===== src/hdl/dmxr_ram.sv =====
`timescale 1ns / 1ps
module dmxr_ram #(
	parameter int WIDTH = 8,
	parameter int DEPTH = 512
) (
	input  logic                     clk,
	input  logic                     we,
	input  logic [$clog2(DEPTH)-1:0] waddr,
	input  logic [WIDTH-1:0]         wdata,
	input  logic                     re,
	input  logic [$clog2(DEPTH)-1:0] raddr,
	output logic [WIDTH-1:0]         rdata
);

	logic [WIDTH-1:0] mem_q [DEPTH];

	always_ff @(posedge clk) begin
		if (we) begin
			mem_q[waddr] <= wdata;
		end
		if (re) begin
			rdata <= mem_q[raddr];
		end
	end

endmodule


===== config.mk =====
export PLATFORM = sky130hd
export DESIGN_NAME = dmxr_ram
export DESIGN_NICKNAME = d
export VERILOG_FILES = /design/src/hdl/dmxr_ram.sv
export SDC_FILE = /design/constraint.sdc
export NUM_CORES = 2
export LEC_CHECK = 0
export BUFFER_PORTS_ARGS = -buffer_cell sky130_fd_sc_hd__buf_2
export CORE_MARGIN = 2
export CORE_UTILIZATION = 59
export CTS_BUF_LIST = sky130_fd_sc_hd__clkbuf_2
export CTS_CLUSTER_DIAMETER = 120
export DETAILED_ROUTE_END_ITERATION = 16
export PLACE_DENSITY = 0.78
export REMOVE_ABC_BUFFERS = 1
export SYNTH_ARGS = -nofsm -noshare
export SYNTH_HDL_FRONTEND = slang
export SYNTH_SLANG_ARGS = --single-unit

===== constraint.sdc =====
create_clock -name clk -period 2.5 [get_ports clk]
set_input_delay 0.375 -clock clk [delete_from_list [all_inputs] [get_ports clk]]
set_output_delay 0.375 -clock clk [all_outputs]
set_load 0.03 [all_outputs]

* Word level (Yosys, flattened, before mapping)
Memories as Yosys holds them, arrays and structs flattened. A register that Yosys moved wholly into a read port is not among the register bits.
Cells that the tools add are included.
** Storage, ports and cells
- Flip-flop bits (word level) :: 0
- Bits in writable memories :: 4096
- Input bits :: 29
- Output and inout port bits :: 8
- Word-level logic and storage cells :: 3
- Memories kept :: 1
** Operators by class
- Mux-type cells :: 2
** Memory list
- mem_q :: words 512, bits a word 8, rd ports 1, clocked after Yosys merged registers in 1, write ports 1, line 15 : logic [WIDTH-1:0] mem_q [DEPTH];
** Operators with widths (number)
- 1-bit 2-to-1 mux :: 2

* Depth between registers and ports, before layout
- Depth in word-level cells :: 2
- Mapped depth :: 12
- Gate-level depth less buffers :: 7

* Worst setup path after synthesis
OpenSTA, ideal clock, no wires.
- Kind :: input-to-reg
- Start :: input raddr[0]
- End :: register rdata[0], read port of mem_q, data pin
- Setup time :: 257 ps
- Arrival time :: 2229 ps
- Required time :: 2243 ps
- Setup slack :: 14 ps
- Stages :: 10
- Path buffers :: 4
- Cell sequence :: buf_4 > buf_12 > buf_12 > buf_2 > mux4_2 > o21ai_0 > nand3_1 > nand4_1 > o21ai_0 > o2111a_1
** RTL lines
- start: declaration :: line 11 : input logic [$clog2(DEPTH)-1:0] raddr,
- end: declaration :: line 12 : output logic [WIDTH-1:0] rdata

* Worst setup path after layout
- Start :: register rdata[2], read port of mem_q
- End :: output rdata[2]
No word-level cell between the ends.

==> summary.md <==
| Metric | Value |
|---|---|
| Outcome | `finished with violations` |
| Failing checks | `capacitance limit, setup timing` |
| DRC Markers | `0` |
| DR vias/cell | `6.455` |
| Hpwl dp | `271300 µm` |
| Layout area overhead | `15.33%` |
| Clock root cell | `clkbuf_2` |
| EDFF count, synth | `4104` |
| Fin crit share | `1.425` |
| Clock Latency Late Sink | `2.31 ns` |
| Syn avg cell area | `19.93 µm²` |
| Max IR drop VDD | `0.4480 mV` |
| DR WL/cell | `29.73 µm` |
| Largest net degree at the start of global routing | `103` |
| Clock buffer depth | `4` |
| Detail Route Antenna Nets | `0` |
| Final setup margin | `-1.061 ns` |
| Distinct cells, synth | `50` |
| Final #Nets | `10010` |
| # clock sinks | `4104` |
| Fin Setup TNS | `-8.137 ns` |
| Die height | `524.8 µm` |
| Critical path type | `flop to output port` |
| Synth Cell Area | `0.1600 mm²` |
| Ranking of synthesized cells by area | `edfxtp_1, mux4_2, mux2i_1, o221ai_1, nor2_1` |
| Placed insts | `12540` |
| RSZ-0062 raised after global routing | `true` |
| CP Data Arrival Time | `3.19 ns` |
| CP Data Required Time | `2.12 ns` |
| Drt initial violations | `14020` |
| Grt total ovfl | `0` |
| Post-synthesis sequential area ratio | `0.7702` |
| CP peak stage delay | `0.67 ns` |
| Hold Violations, Final | `0` |
| Minimum clock period | `3.561 ns` |
| Drt total wl | `424400 µm` |
| Placed cell areas | `0.1746 mm²` |
| Max Slew Vio Count | `0` |
| Critical path's slowest cell | `edfxtp_1` |
| CP bufs+invs | `1` |
| Most used DFF post-synth | `edfxtp_1` |
| IO Port Bufs | `36` |
| Total core area | `0.2703 mm²` |
| P per Cell Area | `681.2 mW/mm²` |
| Seq pwr share | `0.602` |
| Internal | `94.26 mW` |
| First-pass GRT wire length | `614500 µm` |
| Vias in the first global route | `92950` |
| Clk slew on worst S/H paths | `0.10 ns` |
| Non-Filler Instances | `14270` |
| Core Util, Final | `0.6827` |
| DR vias | `92120` |
| First drt pass iteration count | `8` |
| Post-synth ARST share | `0` |
| Critical Path End Type | `output port` |
| H-tree Lvls | `6` |
| Slew headroom | `0.0004962` |
| P_sw | `31.45 mW` |
| Initial antenna violation count | `16` |
| Layout Skew | `0.2007 ns` |
| CTS buffer count | `930` |
| Syn Inst Count | `8030` |
| CP delay by family, top | `flip-flops` |
| CP max FO | `1` |
| Leakage power | `63.20 nW` |
| Synth top area share | `0.7702` |
| Share of cells above drive strength 1 | `0.3372` |
| Tot GR Track Use | `0.3051` |
| Initial core utilization | `0.5920` |
| CP startpoint kind | `flop` |
| Die area | `0.2754 mm²` |
| Max cap viols | `1` |
| FMAX | `280.8 MHz` |
| Io pins | `37` |
| Gate power share | `0.064` |
| TritonCTS clock tree | `built` |
| Critical Path, Cell by Cell | `buf_6` |
| Final setup violating endpoints | `14` |
| Slew @ Worst Pin | `1.496 ns` |
| Yosys top cell by area | `edfxtp_1` |
| Yosys warnings | `0` |
| Routability cong. | `1.019` |
| HP Class | `primary input to flop` |
| Std-Cell Rows | `191` |
| Clock Power Share | `0.333` |
| Die X | `524.8 µm` |
| Post-synthesis register bit count | `4104` |
| Total Power | `125.7 mW` |
| Post-route cell area | `0.1845 mm²` |
| Sw Ratio | `0.2502` |
==> stage by stage <==
stage	hold WS [ns]	setup slack, ns
2_1_floorplan	0.4739	-6.646
3_3_place_gp	0.7880	-1.499
3_5_place_dp	0.7935	-1.569
4_1_cts	0.04228	-1.186
5_1_grt	0.01199	-1.087
6_report	0.1168	-1.061
==> final timing paths <==
kind                            cells after the start           from       endpoint  slack, ns
worst min register to register                      5  mem_q[316][4]       rdata[4]       1.28
worst max-delay path                                1       rdata[2]       rdata[2]      -1.06
worst max register to register                      6  mem_q[422][7]       rdata[7]      -0.33
worst min-delay path                                7       waddr[1]  mem_q[128][2]       0.12
==> layout by cell type, fill, tap and decap left out, drive strengths merged, types with 38 or more instances in the layout <==
cell         count
o22ai          163
edfxtp        4104
mux2i          797
mux4           654
o221ai         372
nor2           597
nor3           109
a21oi          194
o21ai          119
clkbuf        1324
inv             38
dlygate4sd3     82
nand2          111
clkinv         262
a22oi           61
buf           1454
==> synth_stat cells, drive strengths merged (17+ instances only) <==
| master | count |
|---|---|
| a211oi | 17 |
| a21oi | 194 |
| a22oi | 61 |
| and2 | 20 |
| buf | 248 |
| clkbuf | 265 |
| edfxtp | 4104 |
| mux2i | 797 |
| mux4 | 654 |
| nand2 | 111 |
| nand3 | 36 |
| nand4 | 32 |
| nor2 | 597 |
| nor3 | 109 |
| nor4 | 36 |
| o21ai | 119 |
| o221ai | 372 |
| o22ai | 163 |
==> cells by family after synthesis <==
family / after synthesis / share of synthesized area
AND/OR/NAND/NOR: 980 / 0.02630
AO/OA/AOI/OAI: 979 / 0.04311
multiplexers: 1451 / 0.1419
buffers and inverters: 516 / 0.01848
flip-flops: 4104 / 0.7702
==> power by group through the flow <==
stage | logic, mW | clock network (mW) | registers (mW)
2_1_floorplan | 2.64 | 0 | 77.3
3_3_place_gp | 7.49 | 0 | 77.3
3_5_place_dp | 7.69 | 0 | 77.3
4_1_cts | 7.89 | 42.4 | 75.7
5_1_grt | 8.32 | 45.7 | 75.7
6_report | 8.09 | 41.9 | 75.7
==> layer usage <==
layer | GRT usage | vias up | routed length, µm
met2 | 0.4763 | 6889 | 200900
met1 | 0.4029 | 45970 | 146300
met4 | 0.1464 | 6 | 22830
li1 | - | 37990 | -
met3 | 0.08192 | 1267 | 54360
met5 | 0 | - | 40
==> final cells by class <==
class	instances	area, µm²
well taps	3570	4467
repair buffers	1536	13960
fillers	16430	85750
multi-input cells	3410	34360
clock inverters	308	1817
inverters	3	18.77
flip-flops and latches	4104	123200
diodes	17	42.54
clock buffers	1324	6626
==> timing repair <==
item,4_1_cts,5_1_grt
hold buffers,92,3
cloned,0,0
hold endpoints to repair,8208,1413
setup endpoints to repair,16,1045
buffers inserted,1,0
gates resized for setup,53,32
pin swaps,18,16
==> state kept, by name, indices dropped and copies added (netlist names) <==
register  count
mem_q      4096
rdata         8
No activity file was read; power rests on OpenSTA's default activity.
