`config.mk`:
```
export PLATFORM = sky130hd
export DESIGN_NAME = dmxr_sweep
export DESIGN_NICKNAME = d
export VERILOG_FILES = /design/src/hdl/dmxr_pkg.sv /design/src/hdl/dmxr_sweep.sv
export SDC_FILE = /design/constraint.sdc
export NUM_CORES = 1
export LEC_CHECK = 0
export BUFFER_PORTS_ARGS = -buffer_cell sky130_fd_sc_hd__buf_2
export CAP_MARGIN = 5
export CELL_PAD_IN_SITES_DETAIL_PLACEMENT = 0
export CELL_PAD_IN_SITES_GLOBAL_PLACEMENT = 2
export CORE_UTILIZATION = 34
export CTS_BUF_LIST = sky130_fd_sc_hd__clkbuf_2
export DETAILED_ROUTE_END_ITERATION = 12
export GPL_TIMING_DRIVEN = 0
export PLACE_DENSITY = 0.89
export SETUP_SLACK_MARGIN = 0.02
export SYNTH_ARGS = -nofsm -noshare
export SYNTH_HDL_FRONTEND = slang
export SYNTH_SLANG_ARGS = --single-unit
```
`constraint.sdc`:
```
create_clock -name clk -period 5 [get_ports clk]
set_input_delay 0.25 -clock clk [delete_from_list [all_inputs] [get_ports clk]]
set_output_delay 0.25 -clock clk [all_outputs]
set_load 0.01 [all_outputs]
```
`src/hdl/dmxr_pkg.sv`:
```
`timescale 1ns / 1ps
package dmxr_pkg;

	localparam int W_OP   = 3;
	localparam int W_BYTE = 8;
	localparam int W_CHAN = 10;
	localparam int W_TOUT = 16;
	localparam int W_PH   = 2;
	localparam int W_REG  = 2;
	localparam int W_CFG  = 16;

	typedef logic [W_OP-1:0]   op_t;
	typedef logic [W_BYTE-1:0] byte_t;
	typedef logic [W_CHAN-1:0] chan_t;
	typedef logic [W_TOUT-1:0] tout_t;
	typedef logic [W_PH-1:0]   phase_t;
	typedef logic [W_REG-1:0]  reg_idx_t;
	typedef logic [W_CFG-1:0]  cfg_data_t;

	localparam op_t OP_BYTE   = 3'd0;
	localparam op_t OP_BREAK  = 3'd1;
	localparam op_t OP_TICK   = 3'd2;
	localparam op_t OP_COMMIT = 3'd3;
	localparam op_t OP_READ   = 3'd4;

	localparam phase_t PH_IDLE  = 2'd0;
	localparam phase_t PH_AWAIT = 2'd1;
	localparam phase_t PH_DATA  = 2'd2;

	localparam reg_idx_t REG_START_CODE = 2'd0;
	localparam reg_idx_t REG_TIMEOUT    = 2'd1;
	localparam reg_idx_t REG_READY_CNT  = 2'd2;

	localparam byte_t START_CODE_RST = 8'd0;
	localparam tout_t TIMEOUT_RST    = 16'd1000;
	localparam chan_t READY_CNT_RST  = 10'd2;

	typedef struct packed {
		op_t   opcode;
		byte_t data_byte;
		chan_t channel_number;
	} req_t;

	typedef struct packed {
		byte_t  read_value;
		phase_t receiver_state;
		chan_t  channels_received;
		logic   frame_pending;
		logic   timed_out;
	} rsp_t;

	typedef struct packed {
		logic run;
		logic last;
	} swp_stat_t;

	typedef enum logic [2:0] {
		ST_CLEAR,
		ST_IDLE,
		ST_ZERO,
		ST_COPY,
		ST_EMIT
	} state_t;

endpackage

```
`src/hdl/dmxr_sweep.sv`:
```
`timescale 1ns / 1ps
module dmxr_sweep #(
	parameter int DEPTH = 512
) (
	input  logic                     clk,
	input  logic                     arst_n,
	input  logic                     start,
	output logic [$clog2(DEPTH)-1:0] addr,
	output dmxr_pkg::swp_stat_t      stat
);

	localparam int AW = $clog2(DEPTH);

	logic [AW-1:0] idx_q;
	logic          busy_q;
	logic          last;

	assign last      = busy_q && (idx_q == AW'(DEPTH - 1));
	assign addr      = idx_q;
	assign stat.run  = busy_q;
	assign stat.last = last;

	// a clearing pass runs straight out of reset
	always_ff @(posedge clk or negedge arst_n) begin
		if (!arst_n) begin
			busy_q <= 1'b1;
			idx_q  <= '0;
		end else if (start) begin
			busy_q <= 1'b1;
			idx_q  <= '0;
		end else if (busy_q) begin
			if (last) begin
				busy_q <= 1'b0;
			end else begin
				idx_q <= idx_q + 1'b1;
			end
		end
	end

endmodule

```
* Yosys cells after proc, flatten, opt, wreduce, memory -nomap -nowiden
Cells that the tools add are included.
** Word-level totals
- Register bits :: 10
- Output and inout bits :: 11
- Word-level logic and storage cells :: 14
** Operators by class
- Add/subtract/negate cells :: 1
- Equality and inequality tests :: 2
- Multiplexer cells :: 6
- Reduce and logical (&&, ||, !) cells :: 3
** Operators by type and width (count)
- 2-to-1 mux 9 bit :: 3
- adder 9 x 1 -> 9 bit (second input constant) :: 1
- equality test 9 bit (second input constant) :: 1
- 2-to-1 mux 1 bit :: 3
- != test 2 bit (second input constant) :: 1
- AND reduction 2 bit :: 1
- nonzero test 2 bit :: 1
- logical AND 1 bit :: 1

* Logic depth before layout (Yosys ltp)
Gate-level depths: netlist of the first run.
- Word-level depth :: 5
- Gate-level depth with buffers :: 7
- Gate-level depth less buffers :: 7

* Least setup slack after synthesis of the first run
No wires, ideal clock.
- Path kind :: flip-flop to flip-flop
- From :: reg idx_q[0], in the netlist addr[0]
- To :: reg idx_q[7], in the netlist addr[7]
- Library setup time :: 0.077 ns
- Data arrival time :: 1.705 ns
- Data required time :: 4.923 ns
- Slack :: 3.217 ns
- Cell stages (with the launch flop) :: 8
- Path buffers :: 0
- Clock period less this slack :: 1.783 ns
- Cell sequence :: dfrtp_1 ha_1 nand2_1 nor3_1 ha_1 nand4b_1 or4_1 a21oi_1
** Between the ends
- Cells in the longest elaborated chain, start to end :: 4
- Elaborated cells between the ends (all ways) :: 8
- Those cells by class :: add/sub: 1; eq/ne: 2; mux: 3; reduce/logical: 2
** RTL lines
- from (decl) :: RTL line dmxr_sweep.sv:14 : logic [AW-1:0] idx_q;
- from (signal assigned) :: RTL line dmxr_sweep.sv:35 : idx_q <= idx_q + 1'b1;
- adder 9 x 1 -> 9 bit or equality test 9 bit (tied branches) :: RTL line dmxr_sweep.sv:35, dmxr_sweep.sv:18
- 2-to-1 mux 9 bit or logical AND 1 bit (tied branches) :: RTL line dmxr_sweep.sv:32, dmxr_sweep.sv:18
- 2-to-1 mux 9 bit or != test 2 bit (tied branches)
- 2-to-1 mux 9 bit or AND reduction 2 bit (tied branches)
Several ways; a longest one is shown, not always the timed one. The select of a mux whose other input is x is not followed.
A chain may end at the register's enable or synchronous reset.

* Worst setup path after layout of the first run
Ends and elaborated chain as after synthesis.

==> results.toml, run 1 <==
[clock_tree]
numCtsBuffers = 3
cts_sinks = 10
cts_tree = "done"
clock-root-buffer = "clkbuf_2"
clkTransAtPathRegs_ns = 0.11
clockBufferDepth = 2
cts_resized = 0
clkLatencyLatePin_ns = 0.25
cts_htree_levels = 1
post_cts_buffers = 0

[global_route]
grt_max_degree = 11
gr-usage-met2 = 0.214
met3_usage = 0.0326
gr-usage-met1 = 0.197
grt_pass1_vias = 383
top_usage_layer = "met2"
grt_pass1_wl_um = 1590
antenna_found_initial = 0
grt_usage = 0.152
grt-ovfl-total = 0

[yosys]
synth_area_um2 = 510
synth-main-ff-cell = "dfrtp_1"
synth_edf_count = 0
avgSynthCellArea_um2 = 10.2
synthArstFlopShare = 1.00
ys_types = 23
yosysWarnings = 0
yosysSeqAreaShare = 0.493
syn_nets = 55
synthCells = 50
ys_seq_elements = 10

[sta]
min_period_ns = 1.92
timing.fmax_mhz = 520
clock_skew_ns = 0.00906
fin_ws_ns = 3.08
maxSlewHeadroom = 0.843
setup_viol = 0
final-max-slew-violation-count = 0
period_share = 0.385
rsz0062_at_grt = "false"
final_hold_viol_count = 0
worst_slew_pin_slew_ns = 0.235
finalSetupTns_ns = 0

[floorplan]
rows = 13
die_w_um = 40.8
initial_core_util = 0.378
dieArea_mm2 = 0.00166
fp.coreArea_mm2 = 0.00135
ios = 14
fp.dieH_um = 40.8

[worst_hold_path]
hp-class = "input port to flip-flop"
min_from = "start"

[cells_and_area]
multi_input_area_um2 = 229
final_cells = 82
fillers = 141
fin_nets = 73
register_area_um2 = 251
drive_gt1_frac = 0.313
antenna_cells_inserted = 0
syn_to_final_growth_pct = 21.1

[route]
totalWireLength_um = 961
vias = 420
wire_per_inst_um = 11.7
vias_per_cell = 5.12
drtIter0Drc = 2
route.detailed.drc = 0
antenna_left = 0
firstDrtPassIters = 2

[worst_setup_path]
cp_common_cell = "ha_1"
cp-endpoint = "addr[7]"
rr_worst_depth = 7
cp_cell_sequence = "ha_1 > nand2_1 > nor3_1 > ha_1 > nand4b_1 > or4_1 > a21oi_1"
setup.worst_path.start_class = "flip-flop"
reg2reg_slack_ns = 3.08
cp_data_required_time_ns = 5.19
r2r_end = "addr[7]"
path_max_fanout = 6
crit_start = "addr[0]"
path_class = "flip-flop to flip-flop"
timing.rr.start = "addr[0]"
cpPeakStageDelay_ns = 0.45
cp_slowest_cell = "or4_1"
cp-end-kind = "flip-flop"
worstPathArrival_ns = 2.11

[status]
status = "finished clean"

[power_and_ir_drop]
irDropWorstVdd_v = 0.000103
netSwitchingFraction = 0.264
p_total_uw = 143
p_comb_frac = 0.090
leakagePower_nw = 0.302
seqPwrFrac = 0.594
pwr-share-clk = 0.316
p_int_uw = 106
p_switching_uw = 37.8
cellPowerDensity_mw_per_mm2 = 232

[placed_design]
dp_cells = 77
pre_cts_ws_ns = 3.10
gp_congestion = 0.669
port_buffers = 12
hpwl_um = 708

[flow_run]
cap_viol_max_count = 0
## metrics by stage
stage | util | cell area, um2 | hold WS (ns)
6_report | 0.458 | 618 | 0.224
3_3_place_gp | 0.437 | 589 | 0.120
2_1_floorplan | - | 510 | -0.0456
3_5_place_dp | 0.437 | 589 | 0.124
4_1_cts | 0.458 | 618 | 0.214
5_1_grt | 0.458 | 618 | 0.207
## layout by cell type (no fill, tap or decap), drive strengths merged
master	n
buf	15
dfrtp	9
a21oi	5
o21ai	4
nor2	4
or3	4
clkbuf	3
inv	2
nand2	2
nand2b	2
mux2i	2
ha	2
nand4	1
nor3	1
and2	1
nand3b	1
nand3	1
nand4b	1
xnor2	1
xor2	1
o31ai	1
or4	1
dfstp	1
clkinv	1
dlygate4sd3	1
## power groups by stage
stage	Combinational (mW)	Sequential [mW]	Clock, mW
floorplan	0.00620	0.0875	0
global placement	0.0126	0.0867	0
detailed placement	0.0125	0.0868	0
CTS	0.0133	0.0852	0.0469
global route	0.0150	0.0857	0.0513
finish	0.0130	0.0851	0.0452
## cells in the mapped netlist (2+ instances only)
cell type | count | share of area
o21ai_0 | 4 | 0.039
mux2i_1 | 2 | 0.039
ha_1 | 2 | 0.049
nand2b_1 | 2 | 0.025
dfrtp_1 | 9 | 0.44
nand2_1 | 2 | 0.015
buf_4 | 3 | 0.044
inv_1 | 2 | 0.015
nor2_1 | 4 | 0.029
a21oi_1 | 5 | 0.049
or3_1 | 3 | 0.037
## cells by family after synthesis
group,Yosys count,share of synthesized area
multiplexers,2,0.0392
AND/OR/NAND/NOR,19,0.223
adder cells (fa/ha/maj),2,0.0490
buffers and inverters,5,0.0588
XOR/XNOR,2,0.0343
AO/OA/AOI/OAI,10,0.103
flip-flops,10,0.493
## critical path, delay by kind of cell (launching register included)
family | cells | cell delay (ns)
fa+ha+maj | 2 | 0.43
compound gates | 1 | 0.15
simple gates | 4 | 0.85
flops | 1 | 0.43
## routing by layer
| metal | vias up | wire length (um) |
|---|---|---|
| li1 | 209 | - |
| met1 | 201 | 488 |
| met2 | 8 | 423 |
| met3 | 2 | 36 |
| met4 | 0 | 12 |
| met5 | - | 0 |
## registers in the layout, summed over array words and instances, names as in the netlist
register  flops
addr          9
busy_q        1
## how the worst min path moves through the flow
| stage | endpoint | slack (ns) | depth (start not counted) |
|---|---|---|---|
| 4_1_cts | addr[7] | 0.21 | 2 |
| 3_3_place_gp | addr[7] | 0.12 | 1 |
| 5_1_grt | addr[6] | 0.21 | 2 |
| 3_5_place_dp | addr[7] | 0.12 | 1 |
| 6_report | addr[7] | 0.22 | 2 |
| 2_1_floorplan | addr[0] | -0.05 | 0 |
## repair_timing
item | CTS | global route
endpoints found under the hold margin | 9 | 0
hold buffers | 1 | 0
setup endpoints to repair | 0 | 0
## area by class of cell
type	instances	area share
Timing Repair Buffer	13	0.113
Clock buffer	3	0.0243
Buffer	3	0.0364
Sequential cell	10	0.407
Inverter	2	0.0121
Multi-Input combinational cell	35	0.370
Tap cell	15	0.0304
Clock inverter	1	0.00607
Note: power is estimated with default switching activity, not from simulation.
==> run 2, diff against run 1 <==
--- a/config.mk
+++ b/config.mk
@@ -5,15 +5,16 @@
 export SDC_FILE = /design/constraint.sdc
 export NUM_CORES = 1
 export LEC_CHECK = 0
+export ABC_AREA = 1
 export BUFFER_PORTS_ARGS = -buffer_cell sky130_fd_sc_hd__buf_2
 export CAP_MARGIN = 5
 export CELL_PAD_IN_SITES_DETAIL_PLACEMENT = 0
 export CELL_PAD_IN_SITES_GLOBAL_PLACEMENT = 2
-export CORE_UTILIZATION = 34
+export CORE_UTILIZATION = 27
 export CTS_BUF_LIST = sky130_fd_sc_hd__clkbuf_2
 export DETAILED_ROUTE_END_ITERATION = 12
 export GPL_TIMING_DRIVEN = 0
-export PLACE_DENSITY = 0.89
+export PLACE_DENSITY = 0.79
 export SETUP_SLACK_MARGIN = 0.02
 export SYNTH_ARGS = -nofsm -noshare
 export SYNTH_HDL_FRONTEND = slang
==> constraint.sdc (replaced) <==
create_clock -name clk -period 1.6 [get_ports clk]
set_input_delay 0.08 -clock clk [delete_from_list [all_inputs] [get_ports clk]]
set_output_delay 0.08 -clock clk [all_outputs]
set_load 0.01 [all_outputs]
==> run 2 against run 1 <==
  * The flow now finishes with violations (setup timing)
  * Flip-flop and latch count is the same
  * Synthesized area grew 6.4%
  * Clock-buffer cell count grew 1
  * Sequential share of layout area shrank 11 points
  * Global-route usage shrank 1.5 points
  * Utilization grew 1.8 points
  * Via count grew 20%
  * Critical path depth grew 1
  * Register-to-register slack lost 3.1 ns
  * Clock power grew to 3.5 times the previous value
  * Critical path type is now flip-flop to primary output
  * Critical endpoint is now stat[0]
  * Highest routed layer unchanged
==> results.toml, run 2 <==
[route]
firstDrtPassIters = 3
totalWireLength_um = 1290
drtIter0Drc = 10
vias = 503
antenna_left = 0
vias_per_cell = 4.34
wire_per_inst_um = 11.1
route.detailed.drc = 0

[cells_and_area]
fin_area_um2 = 857
final_common_cell = "buf_2"
syn_to_final_growth_pct = 57.8
fillers = 198
final_cells = 116
antenna_cells_inserted = 0
largest_register_ffs = 9
fin_nets = 97
layout.cells.most_common_list = "buf_2, nand2_1, buf_4"
drive_gt1_frac = 0.571
final_core_util = 0.476

[yosys]
ys_seq_elements = 10
synthCells = 63
yosysWarnings = 0
synth.most_common_cell = "nand2_1"
ys_top_cells_by_area = "dfrtp_1, nand2_1, nor2_1"
synthArstFlopShare = 1.00
yosysSeqAreaShare = 0.463
ys_top_cells_by_count = "nand2_1, dfrtp_1, nor2_1"
synth_edf_count = 0
syn_nets = 68
synth-main-ff-cell = "dfrtp_1"
avgSynthCellArea_um2 = 8.62
synth_area_leader_cell = "dfrtp_1"
ys_types = 21
synth_top_area_share = 0.415
synth_area_um2 = 543

[global_route]
grt_pass1_vias = 469
grt_max_degree = 11
antenna_found_initial = 0
grt-ovfl-total = 0
grt_usage = 0.137
grt_pass1_wl_um = 2030

[worst_setup_path]
setup.worst_path.start_class = "flip-flop"
cp_data_required_time_ns = 1.52
cp-end-kind = "primary output"
path_class = "flip-flop to primary output"
path_max_fanout = 2
worstPathArrival_ns = 1.55

[clock_tree]
numCtsBuffers = 3
cts_tree = "done"
clkTransAtPathRegs_ns = 0.11
clkLatencyLatePin_ns = 0.25
clock-root-buffer = "clkbuf_2"
clockBufferDepth = 2
cts_htree_levels = 1
cts_sinks = 10

[placed_design]
post_dp_cell_area_um2 = 651
port_buffers = 13
dp_cells = 101
gp_congestion = 0.716
hpwl_um = 799

[sta]
period_share = 1.02
worst_slew_pin_slew_ns = 0.238
setup_viol = 7
maxSlewHeadroom = 0.841
fin_ws_ns = -0.0339
min_period_ns = 1.63
clock_skew_ns = 0.00327
rsz0062_at_grt = "true"
final_hold_viol_count = 0
timing.fmax_mhz = 612
final-max-slew-violation-count = 0

[power_and_ir_drop]
cellPowerDensity_mw_per_mm2 = 567
irDropWorstVdd_v = 0.000363
p_total_uw = 486
leakagePower_nw = 0.386

[floorplan]
ios = 14
fp.dieH_um = 46.8
initial_core_util = 0.301
die_w_um = 46.8
rows = 15
fp.coreArea_mm2 = 0.00180
dieArea_mm2 = 0.00219

[worst_hold_path]
hp-class = "input port to flip-flop"

[flow_run]
cap_viol_max_count = 0

[status]
status = "complete, but fails checks"
violations = "setup timing"
run 2: through the flow:
step                hold WS (ns)  setup TNS [ns]  setup slack [ns]
global placement         -0.0407          -0.980            -0.184
global route               0.201          -0.882            -0.121
floorplan                 -0.216          -0.254           -0.0791
detailed placement       -0.0421          -0.991            -0.185
finish                     0.195         -0.0853           -0.0339
CTS                        0.152          -0.343           -0.0742
run 2: worst paths after layout:
kind / cells past startpoint / slack (ns) / start / to
worst min-delay path: 4 / 0.19 / start / addr[6]
max in group asynchronous: 2 / 1.15 / arst_n / busy_q
worst max register to register: 11 / -0.02 / addr[0] / addr[7]
worst min register to register: 2 / 0.56 / addr[4] / addr[4]
min in group asynchronous: 2 / 0.20 / arst_n / addr[1]
worst max-delay path: 8 / -0.03 / addr[1] / stat[0]
run 2: critical path, cell delays in order, from the launching register on:
cell	delay [ns]
dfrtp_1	0.40
ha_4	0.17
nand3_4	0.09
nor2_4	0.11
and3_4	0.19
ha_4	0.14
nand2_2	0.05
inv_2	0.05
buf_6	0.09
run 2: kinds of logic after synthesis:
logic type,Yosys count,share of synthesized area
AOI/OAI and AO/OA,8,0.0806
xor gates and xnor gates,1,0.0161
adders and majority gates,2,0.0461
buffers and inverters,7,0.0622
DFF,10,0.463
and+or+nand+nor,35,0.332
run 2: layout make-up:
class,count,area (um2),area share
Buffer,1,7.51,0.00876
Clock buffer,4,20.0,0.0234
Inverter,5,21.3,0.0248
Multi-Input combinational cell,46,355,0.415
Sequential cell,10,253,0.295
Tap cell,25,31.3,0.0365
Timing Repair Buffer,25,169,0.197
run 2: metal layers:
layer	wire [um]	track usage	share of wire
met5	0	0	0
met1	601	0.177	0.47
met4	9	0.0343	0.0070
met3	67	0.0577	0.052
met2	607	0.211	0.47
run 2: report_power, final:
part / switching (mW) / internal [mW] / total, mW
clock network: 0.0901 / 0.0664 / 0.156
logic: 0.0314 / 0.0313 / 0.0627
registers: 0.00773 / 0.259 / 0.267
run 2: timing repair:
action,in CTS,in global routing
setup endpoints to repair,10,11
endpoints found under the hold margin,11,0
buffers inserted,7,2
hold buffers,3,0
pin swaps,12,12
resized for setup,7,13
gates cloned,0,0
==> run 3, diff against run 2 <==
--- a/config.mk
+++ b/config.mk
@@ -10,12 +10,13 @@
 export CAP_MARGIN = 5
 export CELL_PAD_IN_SITES_DETAIL_PLACEMENT = 0
 export CELL_PAD_IN_SITES_GLOBAL_PLACEMENT = 2
+export CORE_MARGIN = 3
 export CORE_UTILIZATION = 27
 export CTS_BUF_LIST = sky130_fd_sc_hd__clkbuf_2
 export DETAILED_ROUTE_END_ITERATION = 12
 export GPL_TIMING_DRIVEN = 0
 export PLACE_DENSITY = 0.79
-export SETUP_SLACK_MARGIN = 0.02
+export SETUP_SLACK_MARGIN = 0.1
 export SYNTH_ARGS = -nofsm -noshare
 export SYNTH_HDL_FRONTEND = slang
 export SYNTH_SLANG_ARGS = --single-unit
==> run 3 against run 2 <==
  * The flow still finishes with violations (setup timing)
  * Cell count fell by 0.86%
  * Clock-buffer cell count did not move
  * Clock power barely moved
  * Sequential share of layout area fell by 0.51 points
  * Critical path depth rose by 3
  * Clock skew rose by 0.0053 ns
  * Maximum frequency rose by 0.80%
  * Via count rose by 1.6%
  * Critical path type is now flip-flop to flip-flop
==> results.toml, run 3 (synthesized netlist as in run 2, its figures left out) <==
[status]
status = "complete, but fails checks"
violations = "setup timing"

[cells_and_area]
layout.cells.most_common_list = "buf_2, nand2_1, buf_4"
register_area_um2 = 253
final_cells = 115
drive_gt1_frac = 0.600
fin_nets = 96
fillers = 188
final_common_cell = "buf_2"
fin_area_um2 = 872
syn_to_final_growth_pct = 60.6
multi_input_area_um2 = 377
antenna_cells_inserted = 0
largest_register_ffs = 9

[global_route]
grt_pass1_wl_um = 2080
grt-ovfl-total = 0
antenna_found_initial = 0
grt_max_degree = 11
grt_pass1_vias = 478
grt_usage = 0.109

[sta]
final-max-slew-violation-count = 0
final_hold_viol_count = 0
worst_slew_pin_slew_ns = 0.250
clock_skew_ns = 0.00861
rsz0062_at_grt = "true"
maxSlewHeadroom = 0.833
setup_viol = 4
period_share = 1.01
fin_ws_ns = -0.0210
timing.fmax_mhz = 617
min_period_ns = 1.62

[clock_tree]
cts_sinks = 10
clkTransAtPathRegs_ns = 0.11
clockBufferDepth = 2
clkLatencyLatePin_ns = 0.25
cts_tree = "done"
cts_htree_levels = 1
clock-root-buffer = "clkbuf_2"
numCtsBuffers = 3

[placed_design]
dp_cells = 101
gp_congestion = 0.693
post_dp_cell_area_um2 = 651
port_buffers = 13
hpwl_um = 844

[route]
vias = 511
route.detailed.drc = 0
totalWireLength_um = 1210
wire_per_inst_um = 10.6
drtIter0Drc = 6
vias_per_cell = 4.44
antenna_left = 0
firstDrtPassIters = 4

[worst_setup_path]
cp_cell_sequence = "ha_4 > nand3_4 > nor2_4 > and3_4 > ha_4 > inv_4 > nand2_8 > nor2_4 > nand3_2 > nand2_1 > nor2_1"
worstPathArrival_ns = 1.77
cp-end-kind = "flip-flop"
cp_data_required_time_ns = 1.75
path_class = "flip-flop to flip-flop"
cpPeakStageDelay_ns = 0.44
cp_slowest_cell = "dfrtp_2"
crit_start = "addr[0]"
timing.rr.start = "addr[0]"
setup.worst_path.start_class = "flip-flop"
path_max_fanout = 8

[floorplan]
fp.dieH_um = 50.8
rows = 15
die_w_um = 50.8
fp.coreArea_mm2 = 0.00182
dieArea_mm2 = 0.00259
ios = 14
initial_core_util = 0.298

[worst_hold_path]
hp-class = "input port to async pin"

[flow_run]
cap_viol_max_count = 0

[power_and_ir_drop]
cellPowerDensity_mw_per_mm2 = 554
irDropWorstVdd_v = 0.000378
leakagePower_nw = 0.383
p_total_uw = 483
-- run 3: cell types whose count changed in the layout (fill, tap and decap cells not counted), sizes merged --
cell / change
dlygate4sd3: -1
-- run 3: per-layer routing --
layer	track usage	part of all wire	up-vias
li1	-	-	258
met5	0	0	-
met2	0.172	0.46	9
met3	0.0175	0.034	2
met4	0.0673	0.0074	0
met1	0.139	0.50	242
-- run 3: metrics by stage --
stage          TNS, ns  utilization  hold slack, ns  setup WS (ns)
6_report       -0.0437        0.479           0.209        -0.0210
5_1_grt         -0.699        0.479           0.195         -0.117
4_1_cts         -0.378        0.431           0.205        -0.0788
3_5_place_dp    -0.975        0.357         -0.0377         -0.180
3_3_place_gp    -0.978        0.357         -0.0404         -0.180
2_1_floorplan   -0.254            -          -0.216        -0.0791
-- run 3: area by class of cell --
| type | count | area share |
|---|---|---|
| plain buffers | 1 | 0.00861 |
| clock buffers | 4 | 0.0230 |
| inverters | 5 | 0.0244 |
| multi-input cells | 46 | 0.432 |
| flip-flops and latches | 10 | 0.290 |
| well taps | 25 | 0.0359 |
| repair buffers | 24 | 0.187 |
-- run 3: report_power, final --
group | leakage, nW | internal, mW | switching (mW)
clock network | 0.0166 | 0.0664 | 0.0907
logic | 0.234 | 0.0272 | 0.0315
registers | 0.132 | 0.259 | 0.00811
total | 0.383 | 0.353 | 0.130
-- run 3: critical path, delay by kind of cell (launching register included) --
kind / cells / cell delay, ns
simple gates: 8 / 0.66
flops: 1 / 0.44
fa+ha+maj: 2 / 0.34
buf+inv: 1 / 0.07
-- run 3: what timing repair did --
action,in CTS,in global routing
hold buffers,2,0
endpoints found under the hold margin,12,0
resized for setup,6,18
pin swaps,9,7
setup endpoints to repair,11,11
buffers inserted,9,0
cloned,0,0
-- run 3: final timing paths --
path                           end  slack, ns  cells past startpoint
setup reg to reg           addr[7]      -0.02                     11
hold reg to reg            addr[6]       0.60                      2
min in group clk           addr[1]       0.54                      3
max in group asynchronous   busy_q       1.12                      2
hold / removal             addr[4]       0.21                      2
setup / recovery           addr[7]      -0.02                     11
